==> config.mk <==
export PLATFORM = sky130hd
export DESIGN_NAME = i2c_slave_register_map
export DESIGN_NICKNAME = d
export VERILOG_FILES = /design/src/sv/i2crm_pkg.sv /design/src/sv/i2crm_ctrl.sv /design/src/sv/i2crm_dp.sv /design/src/sv/i2c_slave_register_map.sv
export SDC_FILE = /design/constraint.sdc
export NUM_CORES = 2
export LEC_CHECK = 0
export ABC_AREA = 1
export ABC_CLOCK_PERIOD_IN_PS = 4800
export BUFFER_PORTS_ARGS = -buffer_cell sky130_fd_sc_hd__buf_2
export CAP_MARGIN = 20
export CORE_MARGIN = 5
export CORE_UTILIZATION = 61
export DETAILED_ROUTE_END_ITERATION = 12
export PLACE_DENSITY = 0.74
export SETUP_SLACK_MARGIN = 0.4
export SYNTH_ARGS = -nofsm -noshare
export SYNTH_HDL_FRONTEND = slang
export SYNTH_HIERARCHICAL = 1
export SYNTH_SLANG_ARGS = --single-unit
export TNS_END_PERCENT = 50
==> constraint.sdc <==
create_clock -name clk -period 4.8 [get_ports clk]
set_clock_uncertainty 0.1 [all_clocks]
set_input_delay 0.96 -clock clk [delete_from_list [all_inputs] [get_ports clk]]
set_output_delay 0.96 -clock clk [all_outputs]
set_load 0.01 [all_outputs]
==> src/sv/i2crm_pkg.sv <==
// Shared types and constants for the I2C target register map.
// Used by the controller, the datapath and the top level; no dependencies.
`default_nettype none

package i2crm_pkg;

  localparam int REG_COUNT = 128;
  localparam int IDX_W = (REG_COUNT > 1) ? $clog2(REG_COUNT) : 1;
  localparam logic [8:0] REG_LIMIT = 9'(REG_COUNT);

  localparam logic [3:0] OP_READ_ADDR = 4'd0;
  localparam logic [3:0] OP_BYTE_SENT = 4'd1;
  localparam logic [3:0] OP_WRITE_ADDR = 4'd2;
  localparam logic [3:0] OP_RX_ACK = 4'd3;
  localparam logic [3:0] OP_RX_NACK = 4'd4;
  localparam logic [3:0] OP_BUS_ERROR = 4'd5;
  localparam logic [3:0] OP_LOCAL_WRITE = 4'd7;
  localparam logic [3:0] OP_LOCAL_READ = 4'd8;

  typedef struct packed {
    logic load;       // item accepted this cycle
    logic rd_ptr;     // read at the pointer
    logic rd_next;    // advance pointer and read there
    logic rd_local;   // read at local_address
    logic wr_ptr;     // write rx_byte at the pointer
    logic wr_local;   // write local_value at local_address
    logic set_ptr;    // load pointer from rx_byte
    logic clr_loaded; // new write transfer
    logic ack;
    logic stop;
  } cmd_t;

  typedef struct packed {
    logic loaded;     // pointer byte already received
    logic can_inc;    // pointer + 1 is inside the file
  } sts_t;

endpackage

`default_nettype wire

==> src/sv/i2crm_ctrl.sv <==
// Controller: handshake state machine and operation decode.
// Depends on i2crm_pkg; drives commands into i2crm_dp.
`default_nettype none

module i2crm_ctrl
  import i2crm_pkg::*;
(
  input  wire logic       clk,
  input  wire logic       rst,
  input  wire logic       in_valid,
  output logic            in_ready,
  input  wire logic [3:0] operation,
  output logic            out_valid,
  input  wire logic       out_ready,
  input  wire sts_t       sts,
  output cmd_t            cmd
);

  typedef enum logic [1:0] {
    ST_IDLE = 2'b01,
    ST_OUT  = 2'b10
  } state_t;

  state_t state, state_next;
  logic accept;

  assign in_ready = (state == ST_IDLE);
  assign out_valid = (state == ST_OUT);
  assign accept = in_valid && in_ready;

  always_comb begin
    state_next = state;
    unique case (state)
      ST_IDLE: if (accept) state_next = ST_OUT;
      ST_OUT:  if (out_ready) state_next = ST_IDLE;
      default: state_next = ST_IDLE;
    endcase
  end

  always_ff @(posedge clk) begin
    if (rst) state <= ST_IDLE;
    else state <= state_next;
  end

  always_comb begin
    cmd = '0;
    cmd.load = accept;
    if (accept) begin
      unique case (operation)
        OP_READ_ADDR: begin
          cmd.rd_ptr = 1'b1;
          cmd.ack = 1'b1;
        end
        OP_BYTE_SENT: begin
          cmd.rd_next = sts.can_inc;
          cmd.ack = sts.can_inc;
        end
        OP_WRITE_ADDR: begin
          cmd.clr_loaded = 1'b1;
          cmd.ack = 1'b1;
        end
        OP_RX_ACK: begin
          cmd.set_ptr = !sts.loaded;
          cmd.wr_ptr = sts.loaded;
          cmd.ack = 1'b1;
        end
        OP_RX_NACK:     cmd.wr_ptr = 1'b1;
        OP_BUS_ERROR:   cmd.stop = 1'b1;
        OP_LOCAL_WRITE: cmd.wr_local = 1'b1;
        OP_LOCAL_READ:  cmd.rd_local = 1'b1;
        default: ;
      endcase
    end
  end

endmodule

`default_nettype wire

==> src/sv/i2crm_dp.sv <==
// Datapath: register file memory with per-entry valid bits, pointer,
// and result registers. Depends on i2crm_pkg; commanded by i2crm_ctrl.
`default_nettype none

module i2crm_dp
  import i2crm_pkg::*;
(
  input  wire logic       clk,
  input  wire logic       rst,
  input  wire cmd_t       cmd,
  output sts_t            sts,
  input  wire logic [7:0] rx_byte,
  input  wire logic [7:0] local_address,
  input  wire logic [7:0] local_value,
  output logic            ack,
  output logic            tx_valid,
  output logic [7:0]      tx_byte,
  output logic            stop_recover,
  output logic [7:0]      local_read_data
);

  logic [7:0] mem [REG_COUNT];
  logic [REG_COUNT-1:0] vld;

  logic [6:0] ptr;
  logic loaded;
  logic [7:0] ptr_inc;
  logic [7:0] rd_idx, wr_idx, wr_data;
  logic rd_en, wr_en, rd_in_range;

  logic [7:0] rd_q;
  logic rd_vld, rd_oor, lrd_sel;
  logic [7:0] rd_byte;

  assign ptr_inc = {1'b0, ptr} + 8'd1;
  assign sts.loaded = loaded;
  assign sts.can_inc = ({1'b0, ptr_inc} < REG_LIMIT);

  always_comb begin
    if (cmd.rd_local) rd_idx = local_address;
    else if (cmd.rd_next) rd_idx = ptr_inc;
    else rd_idx = {1'b0, ptr};
    if (cmd.wr_local) begin
      wr_idx = local_address;
      wr_data = local_value;
    end else begin
      wr_idx = {1'b0, ptr};
      wr_data = rx_byte;
    end
  end

  assign rd_en = cmd.rd_ptr || cmd.rd_next || cmd.rd_local;
  assign rd_in_range = ({1'b0, rd_idx} < REG_LIMIT);
  assign wr_en = (cmd.wr_ptr || cmd.wr_local) && ({1'b0, wr_idx} < REG_LIMIT);

  always_ff @(posedge clk) begin
    if (wr_en) mem[wr_idx[IDX_W-1:0]] <= wr_data;
    if (rd_en) rd_q <= mem[rd_idx[IDX_W-1:0]];
  end

  always_ff @(posedge clk) begin
    if (rst) vld <= '0;
    else if (wr_en) vld[wr_idx[IDX_W-1:0]] <= 1'b1;
  end

  always_ff @(posedge clk) begin
    if (rst) begin
      ptr <= '0;
      loaded <= 1'b0;
    end else begin
      if (cmd.rd_next) ptr <= ptr_inc[6:0];
      else if (cmd.set_ptr) ptr <= rx_byte[6:0];
      if (cmd.set_ptr) loaded <= 1'b1;
      else if (cmd.clr_loaded) loaded <= 1'b0;
    end
  end

  always_ff @(posedge clk) begin
    if (rst) begin
      ack <= 1'b0;
      tx_valid <= 1'b0;
      stop_recover <= 1'b0;
      lrd_sel <= 1'b0;
    end else if (cmd.load) begin
      ack <= cmd.ack;
      tx_valid <= cmd.rd_ptr || cmd.rd_next;
      stop_recover <= cmd.stop;
      lrd_sel <= cmd.rd_local;
    end
  end

  always_ff @(posedge clk) begin
    if (rd_en) begin
      rd_vld <= vld[rd_idx[IDX_W-1:0]];
      rd_oor <= !rd_in_range;
    end
  end

  assign rd_byte = rd_oor ? 8'hFF : (rd_vld ? rd_q : 8'h00);
  assign tx_byte = tx_valid ? rd_byte : 8'h00;
  assign local_read_data = lrd_sel ? rd_byte : 8'h00;

endmodule

`default_nettype wire

==> src/sv/i2c_slave_register_map.sv <==
// I2C target register map, top level.
// Input channel (in_valid/in_ready) carries one bus event or local access per
// transfer: operation, rx_byte, local_address, local_value. Output channel
// (out_valid/out_ready) returns exactly one result per input transfer:
// ack, tx_valid, tx_byte, stop_recover, local_read_data.
// Latency: the result is presented the cycle after the input transfer.
// A new transfer is not accepted while a result is pending; the single
// result register is held until taken, and in_ready is low until then.
// The register file is a 128 x 8 memory with a registered read port; a bank
// of per-entry valid bits makes unwritten entries read as zero.
// Reset clears the pointer, the pointer-loaded flag and all valid bits
// at once; no clearing pass is needed. When out_ready is low the result holds
// steady and no new input is accepted.
// Depends on i2crm_pkg, i2crm_ctrl and i2crm_dp.
`default_nettype none

module i2c_slave_register_map
  import i2crm_pkg::*;
(
  input  wire logic       clk,
  input  wire logic       rst,
  input  wire logic       in_valid,
  output logic            in_ready,
  input  wire logic [3:0] operation,
  input  wire logic [7:0] rx_byte,
  input  wire logic [7:0] local_address,
  input  wire logic [7:0] local_value,
  output logic            out_valid,
  input  wire logic       out_ready,
  output logic            ack,
  output logic            tx_valid,
  output logic [7:0]      tx_byte,
  output logic            stop_recover,
  output logic [7:0]      local_read_data
);

  cmd_t cmd;
  sts_t sts;

  i2crm_ctrl u_ctrl (
    .clk       (clk),
    .rst       (rst),
    .in_valid  (in_valid),
    .in_ready  (in_ready),
    .operation (operation),
    .out_valid (out_valid),
    .out_ready (out_ready),
    .sts       (sts),
    .cmd       (cmd)
  );

  i2crm_dp u_dp (
    .clk             (clk),
    .rst             (rst),
    .cmd             (cmd),
    .sts             (sts),
    .rx_byte         (rx_byte),
    .local_address   (local_address),
    .local_value     (local_value),
    .ack             (ack),
    .tx_valid        (tx_valid),
    .tx_byte         (tx_byte),
    .stop_recover    (stop_recover),
    .local_read_data (local_read_data)
  );

endmodule

`default_nettype wire
# Yosys cells after proc, flatten, opt, wreduce, memory -nomap -nowiden
# Memories as Yosys holds them, arrays and structs flattened. A register that Yosys moved wholly into a read port is not among the register bits.
# Index checks and enable logic that the tools add are counted.
[word_totals] n_memories=1 word_cells=74 reg_bits=144 ramBits=1024
[op_classes] eq_ne=11 n_bitwise=1 n_mux=31 magnitude_cmp=6 reduce_logical=13 n_addsub=1
[memory_table] name="u_dp.mem" depth=128 width=8 rd=1 rd_ports_with_merged_regs=1 write_ports=1 line="i2crm_dp.sv:22" source="logic [7:0] mem [REG_COUNT];"
[ops] operator="128-bit OR" count=1
[ops] operator="8-bit two-way mux" count=8
[ops] operator="8-bit < comparator, second input constant" count=3
[ops] operator="7-bit by 8-bit < comparator with 1-bit output, second input constant" count=2
[ops] operator="7-bit two-way mux" count=2
[ops] operator="1-bit two-way mux" count=13
[ops] operator="4-bit by 3-bit == test with 1-bit output, second input constant" count=3
[ops] operator="9-bit two-way mux" count=1
[ops] operator="7-bit by 1-bit adder with 8-bit output, second input constant" count=1
[ops] operator="4-bit by 2-bit == test with 1-bit output, second input constant" count=2
[ops] operator="1-bit binary-select mux with 7-bit select" count=1
[ops] operator="1-bit demux with 7-bit select" count=1
[ops] operator="7-bit by 1-bit >= comparator with 1-bit output, second input constant" count=1
[ops] operator="4-bit by 1-bit == test with 1-bit output, second input constant" count=1
[ops] operator="4-bit == test, second input constant" count=1
[ops] operator="4-bit logical NOT" count=1
[ops] operator="2-bit two-way mux" count=2
[ops] operator="1-bit case mux with 2 select lines" count=2
[ops] operator="2-bit case mux with 2 select lines" count=1
[ops] operator="2-bit nonzero test" count=2
[ops] operator="1-bit logical AND" count=3
[ops] operator="1-bit logical OR" count=3
[ops] operator="3-bit OR reduction" count=1
[ops] operator="2-bit by 1-bit == test with 1-bit output, second input constant" count=1
[ops] operator="other kinds (5)" count=6

# Depth between registers and ports, before layout
[logic_depth] word_depth=10 ltp_mapped=22 mapped_depth_nobuf=19

# Hierarchy
# Netlist, hierarchy kept.
[by_module_without_submodules] module="i2crm_dp" n_inst=1 area_each_um2=52277.6 seq_area_each_um2=33852.5 cells_per_inst=5478
[by_module_without_submodules] module="i2crm_ctrl" n_inst=1 area_each_um2=231.5 seq_area_each_um2=40.0 cells_per_inst=43

# Least setup slack after synthesis
# No wires, ideal clock.
[synth_path] path_kind="input port to flip-flop" from="input operation[3]" to="memory u_dp.mem[0][6] (data pin)" path_buffers=1 path_stages=7 setup_time_ns=0.512 arrival_ns=3.448 path_slack_ns=0.740 cell_sequence="inv_1 nand2_1 or2_1 nor2_1 clkbuf_1 nand2_1 nand2_1"
[synth_lines] item="start, declared" line="i2c_slave_register_map.sv:24" source="input wire logic [3:0] operation,"
[synth_lines] item="end, declared" line="i2crm_dp.sv:22"

==> flow_metrics.env <==
export IMPL_sw_frac_of_total_pct=22.4
export IMPL_grt_overflow_total=0
export IMPL_io_pins=53
export IMPL_relSlewSlack_pct=31.7
export IMPL_route_detailed_wl_per_inst_um=20.9
export IMPL_clock_sinks=1176
export IMPL_fmaxAchievable_mhz=231
export IMPL_via_per_inst=5.64
export IMPL_root_buffer="clkbuf_16"
export IMPL_drt_iter0_drc=4540
export IMPL_cellLeakagePower_nw=24.5
export IMPL_ir_drop_mv=0.482
export IMPL_cp_endpoint="u_dp/rd_q[3]$_DFFE_PP_"
export IMPL_design_final_nets=5581
export IMPL_grt_pass1_vias=36613
export IMPL_wl_um=142000
export IMPL_drc=0
export IMPL_grt_pass1_wl_um=213000
export IMPL_yosys_area_top_type="edfxtp_1"
export IMPL_cts_made_buffers=117
export IMPL_ys_types=38
export IMPL_initial_core_util_pct=61.6
export IMPL_regToRegStartpoint="u_dp/ptr[2]$_SDFFE_PP0P_"
export IMPL_drv_slew=0
export IMPL_syn_to_final_growth_pct=11.2
export IMPL_cts_max_level=3
export IMPL_io_buffers=52
export IMPL_clk_latency_ns=0.69
export IMPL_synth_most_common_cell="nand3_1"
export IMPL_cts_tree="built"
export IMPL_syn_area_sq_um=52500
export IMPL_synth_compound_area_share_pct=0.591
export IMPL_worstSetupStartpoint="u_dp/ptr[2]$_SDFFE_PP0P_"
export IMPL_synth_area_leaders="edfxtp_1 59%, nand3_1 11%, nand2_1 8.1%"
export IMPL_syn_num_nets=5554
export IMPL_r2r_end="u_dp/rd_q[3]$_DFFE_PP_"
export IMPL_synth_top_family_by_area="simple AND/OR/NAND/NOR gates"
export IMPL_die_h_um=303
export IMPL_crit_arrival_ns=4.67
export IMPL_first_pass_iters=6
export IMPL_setup_viol=0
export IMPL_die_area_sq_um=92000
export IMPL_antenna_left=0
export IMPL_synth_mux_area_share_pct=0
export IMPL_yosys_area_share_simple_pct=24.0
export IMPL_hpwl_um=81200
export IMPL_p_seq_share_pct=51.4
export IMPL_place_area_sq_um=54400
export IMPL_synthCells=5521
export IMPL_antenna_found_initial=4
export IMPL_maxCapViolations=0
export IMPL_holdWs_ns=0.360
export IMPL_dr_total_vias=38323
export IMPL_drive_above_1_share_pct=7.48
export IMPL_diodes=0
export IMPL_clkTransAtPathRegs_ns=0.06
export IMPL_core_area_sq_um=85300
export IMPL_post_route_cell_area_sq_um=58400
export IMPL_die_w_um=303
export IMPL_ys_seq_elements=1176
export IMPL_grt_max_degree=145
export IMPL_rsz0062_at_grt="yes"
export IMPL_p_comb_share_pct=6.0
export IMPL_outcome="finished clean"
export IMPL_synth_xor_area_share_pct=0.0167
export IMPL_worst_slack_ns=0.474
export IMPL_path_class="flip-flop to flip-flop"
export IMPL_cp_start_kind="flip-flop"
export IMPL_power_density_nw_per_um2=373
export IMPL_synth_top_area_share_pct=59.1
export IMPL_switchingPower_mw=4.86
export IMPL_std_cell_rows=107
export IMPL_synth_common_cells="1193 x nand3_1, 1135 x nand2_1, 1118 x inv_1"
export IMPL_end_kind="flip-flop"
export IMPL_ys_seq_area_share_pct=64.5
export IMPL_crit_fanout=54
export IMPL_grt_total_usage_pct=30.4
export IMPL_p_int_mw=16.9
export IMPL_worst_pin_slew_ns=1.02
export IMPL_synth_main_ff_cell="edfxtp_1"
export IMPL_yosysWarningCount=6
export IMPL_fin_crit_sh_pct=90.1
export IMPL_clockBufferDepth=3
export IMPL_synth_edff_count=1034
export IMPL_worst_ep_required_time_ns=5.14
export IMPL_synthArstFlopShare_pct=0
export IMPL_hold_viol=0
export IMPL_min_period_ns=4.33
export IMPL_setup_tns_ns=0
export IMPL_power_share_clock_pct=42.7
export IMPL_rr_worst_depth=19
export IMPL_place_congestion=0.885
export IMPL_pre_cts_ws_ns=0.209
export IMPL_ff2ff_setup_slack_ns=0.47
export IMPL_min_path_type="flip-flop to flip-flop"
export IMPL_syn_area_per_cell_sq_um=9.51
export IMPL_synth_adder_area_share_pct=0.0238
## logic make-up (layout without fill, tap and decap cells)
| group | Yosys count | count (layout) |
|---|---|---|
| AOI/OAI and AO/OA | 51 | 51 |
| xor gates and xnor gates | 1 | 1 |
| adders and majority gates | 1 | 1 |
| buffers and inverters | 1419 | 1548 |
| DFF | 1176 | 1176 |
| and+or+nand+nor | 2873 | 2875 |
## stage by stage
stage	std cells	util, %	total power, mW
2_1_floorplan	5521	-	12.1
3_3_place_gp	6570	63.7	12.6
3_5_place_dp	6570	63.7	12.6
4_1_cts	6793	68.4	21.8
5_1_grt	6796	68.4	22.4
6_report	6796	68.4	21.7
## layout by cell type (no fill, tap or decap), types with 2 or more instances in the layout
master / instances
inv_6: 2
dfxtp_1: 142
a22oi_2: 3
bufinv_16: 12
buf_16: 3
clkbuf_1: 25
clkinv_2: 30
buf_2: 51
nor2_1: 456
clkinv_1: 12
edfxtp_1: 1034
clkbuf_8: 15
nand3_4: 2
a21oi_1: 16
nand2_4: 12
inv_2: 9
nand3_2: 3
buf_4: 112
or2_2: 2
clkinv_8: 2
nand3b_1: 72
o21ai_1: 2
inv_1: 1118
clkinvlp_4: 6
o21ai_0: 19
nand2_8: 3
nand2_1: 1127
clkbuf_16: 120
a221oi_1: 5
nand3_1: 1190
or2_1: 2
nor3_1: 2
buf_12: 27
## area by class of cell
type | instances | area (sq um)
clock inverter | 64 | 656
sequential | 1176 | 33900
timing repair buffer | 195 | 1760
multi-input combinational | 2928 | 13100
clock buffer | 159 | 3280
fill | 6311 | 26900
inverter | 1130 | 4250
tap | 1144 | 1430
## worst min-delay path by stage
stage                               start                         end  slack, ns  depth (start not counted)
6_report        u_dp/vld[70]$_SDFFE_PP0P_   u_dp/vld[70]$_SDFFE_PP0P_       0.36                          2
3_3_place_gp    u_dp/vld[54]$_SDFFE_PP0P_   u_dp/vld[54]$_SDFFE_PP0P_       0.34                          2
4_1_cts         u_dp/vld[54]$_SDFFE_PP0P_   u_dp/vld[54]$_SDFFE_PP0P_       0.37                          2
5_1_grt        u_dp/vld[118]$_SDFFE_PP0P_  u_dp/vld[118]$_SDFFE_PP0P_       0.39                          2
2_1_floorplan   u_dp/vld[32]$_SDFFE_PP0P_   u_dp/vld[32]$_SDFFE_PP0P_       0.33                          2
3_5_place_dp    u_dp/vld[54]$_SDFFE_PP0P_   u_dp/vld[54]$_SDFFE_PP0P_       0.35                          2
## worst max-delay path, cell delays in order, from the launching register on
cell and delay [ns]:
dfxtp_1 0.44, nand4_1 0.16, nor2_1 0.19, nand3_1 0.22, nand3_1 0.16, nor3_1 0.08, inv_2 0.28, a21oi_1 0.11
nand2_1 0.13, o21ai_4 0.12, inv_4 0.25, buf_12 0.33, buf_16 0.32, nand3_1 0.22, nand3_1 0.17, nand3_1 0.09
nand3_1 0.32, nand2_1 0.14, nand2_1 0.11, nand2_1 0.07
## state kept, by name (all words and copies together) (netlist names)
name / flops
u_dp/tx_valid: 1
u_ctrl/state: 2
u_dp/loaded: 1
u_dp/mem: 1024
u_dp/ack: 1
u_dp/vld: 128
u_dp/ptr: 7
u_dp/stop_recover: 1
u_dp/rd_oor: 1
u_dp/rd_q: 8
u_dp/lrd_sel: 1
u_dp/rd_vld: 1
## power by group through the flow
| stage | registers, mW | logic, mW | clock network (mW) |
|---|---|---|---|
| floorplan | 11.4 | 0.731 | 0 |
| global placement | 11.4 | 1.24 | 0 |
| detailed placement | 11.4 | 1.25 | 0 |
| CTS | 11.2 | 1.26 | 9.37 |
| global route | 11.2 | 1.37 | 9.82 |
| finish | 11.2 | 1.30 | 9.28 |
## routing by layer
layer / routed length [um] / vias up / global-route usage, %
met2: 66700 / 2060 / 49.5
met3: 14900 / 391 / 5.67
met5: 31 / - / 0
li1: - / 17768 / -
met4: 6450 / 4 / 12.5
met1: 53900 / 18100 / 40.9
## timing repair
| item | CTS | global route |
|---|---|---|
| hold buffers | 0 | 0 |
| endpoints found under the setup margin | 0 | 8 |
| setup buffers | 0 | 0 |
| resized for setup | 0 | 5 |
| hold endpoints to repair | 0 | 0 |
Power figures use the tool's default switching activity.
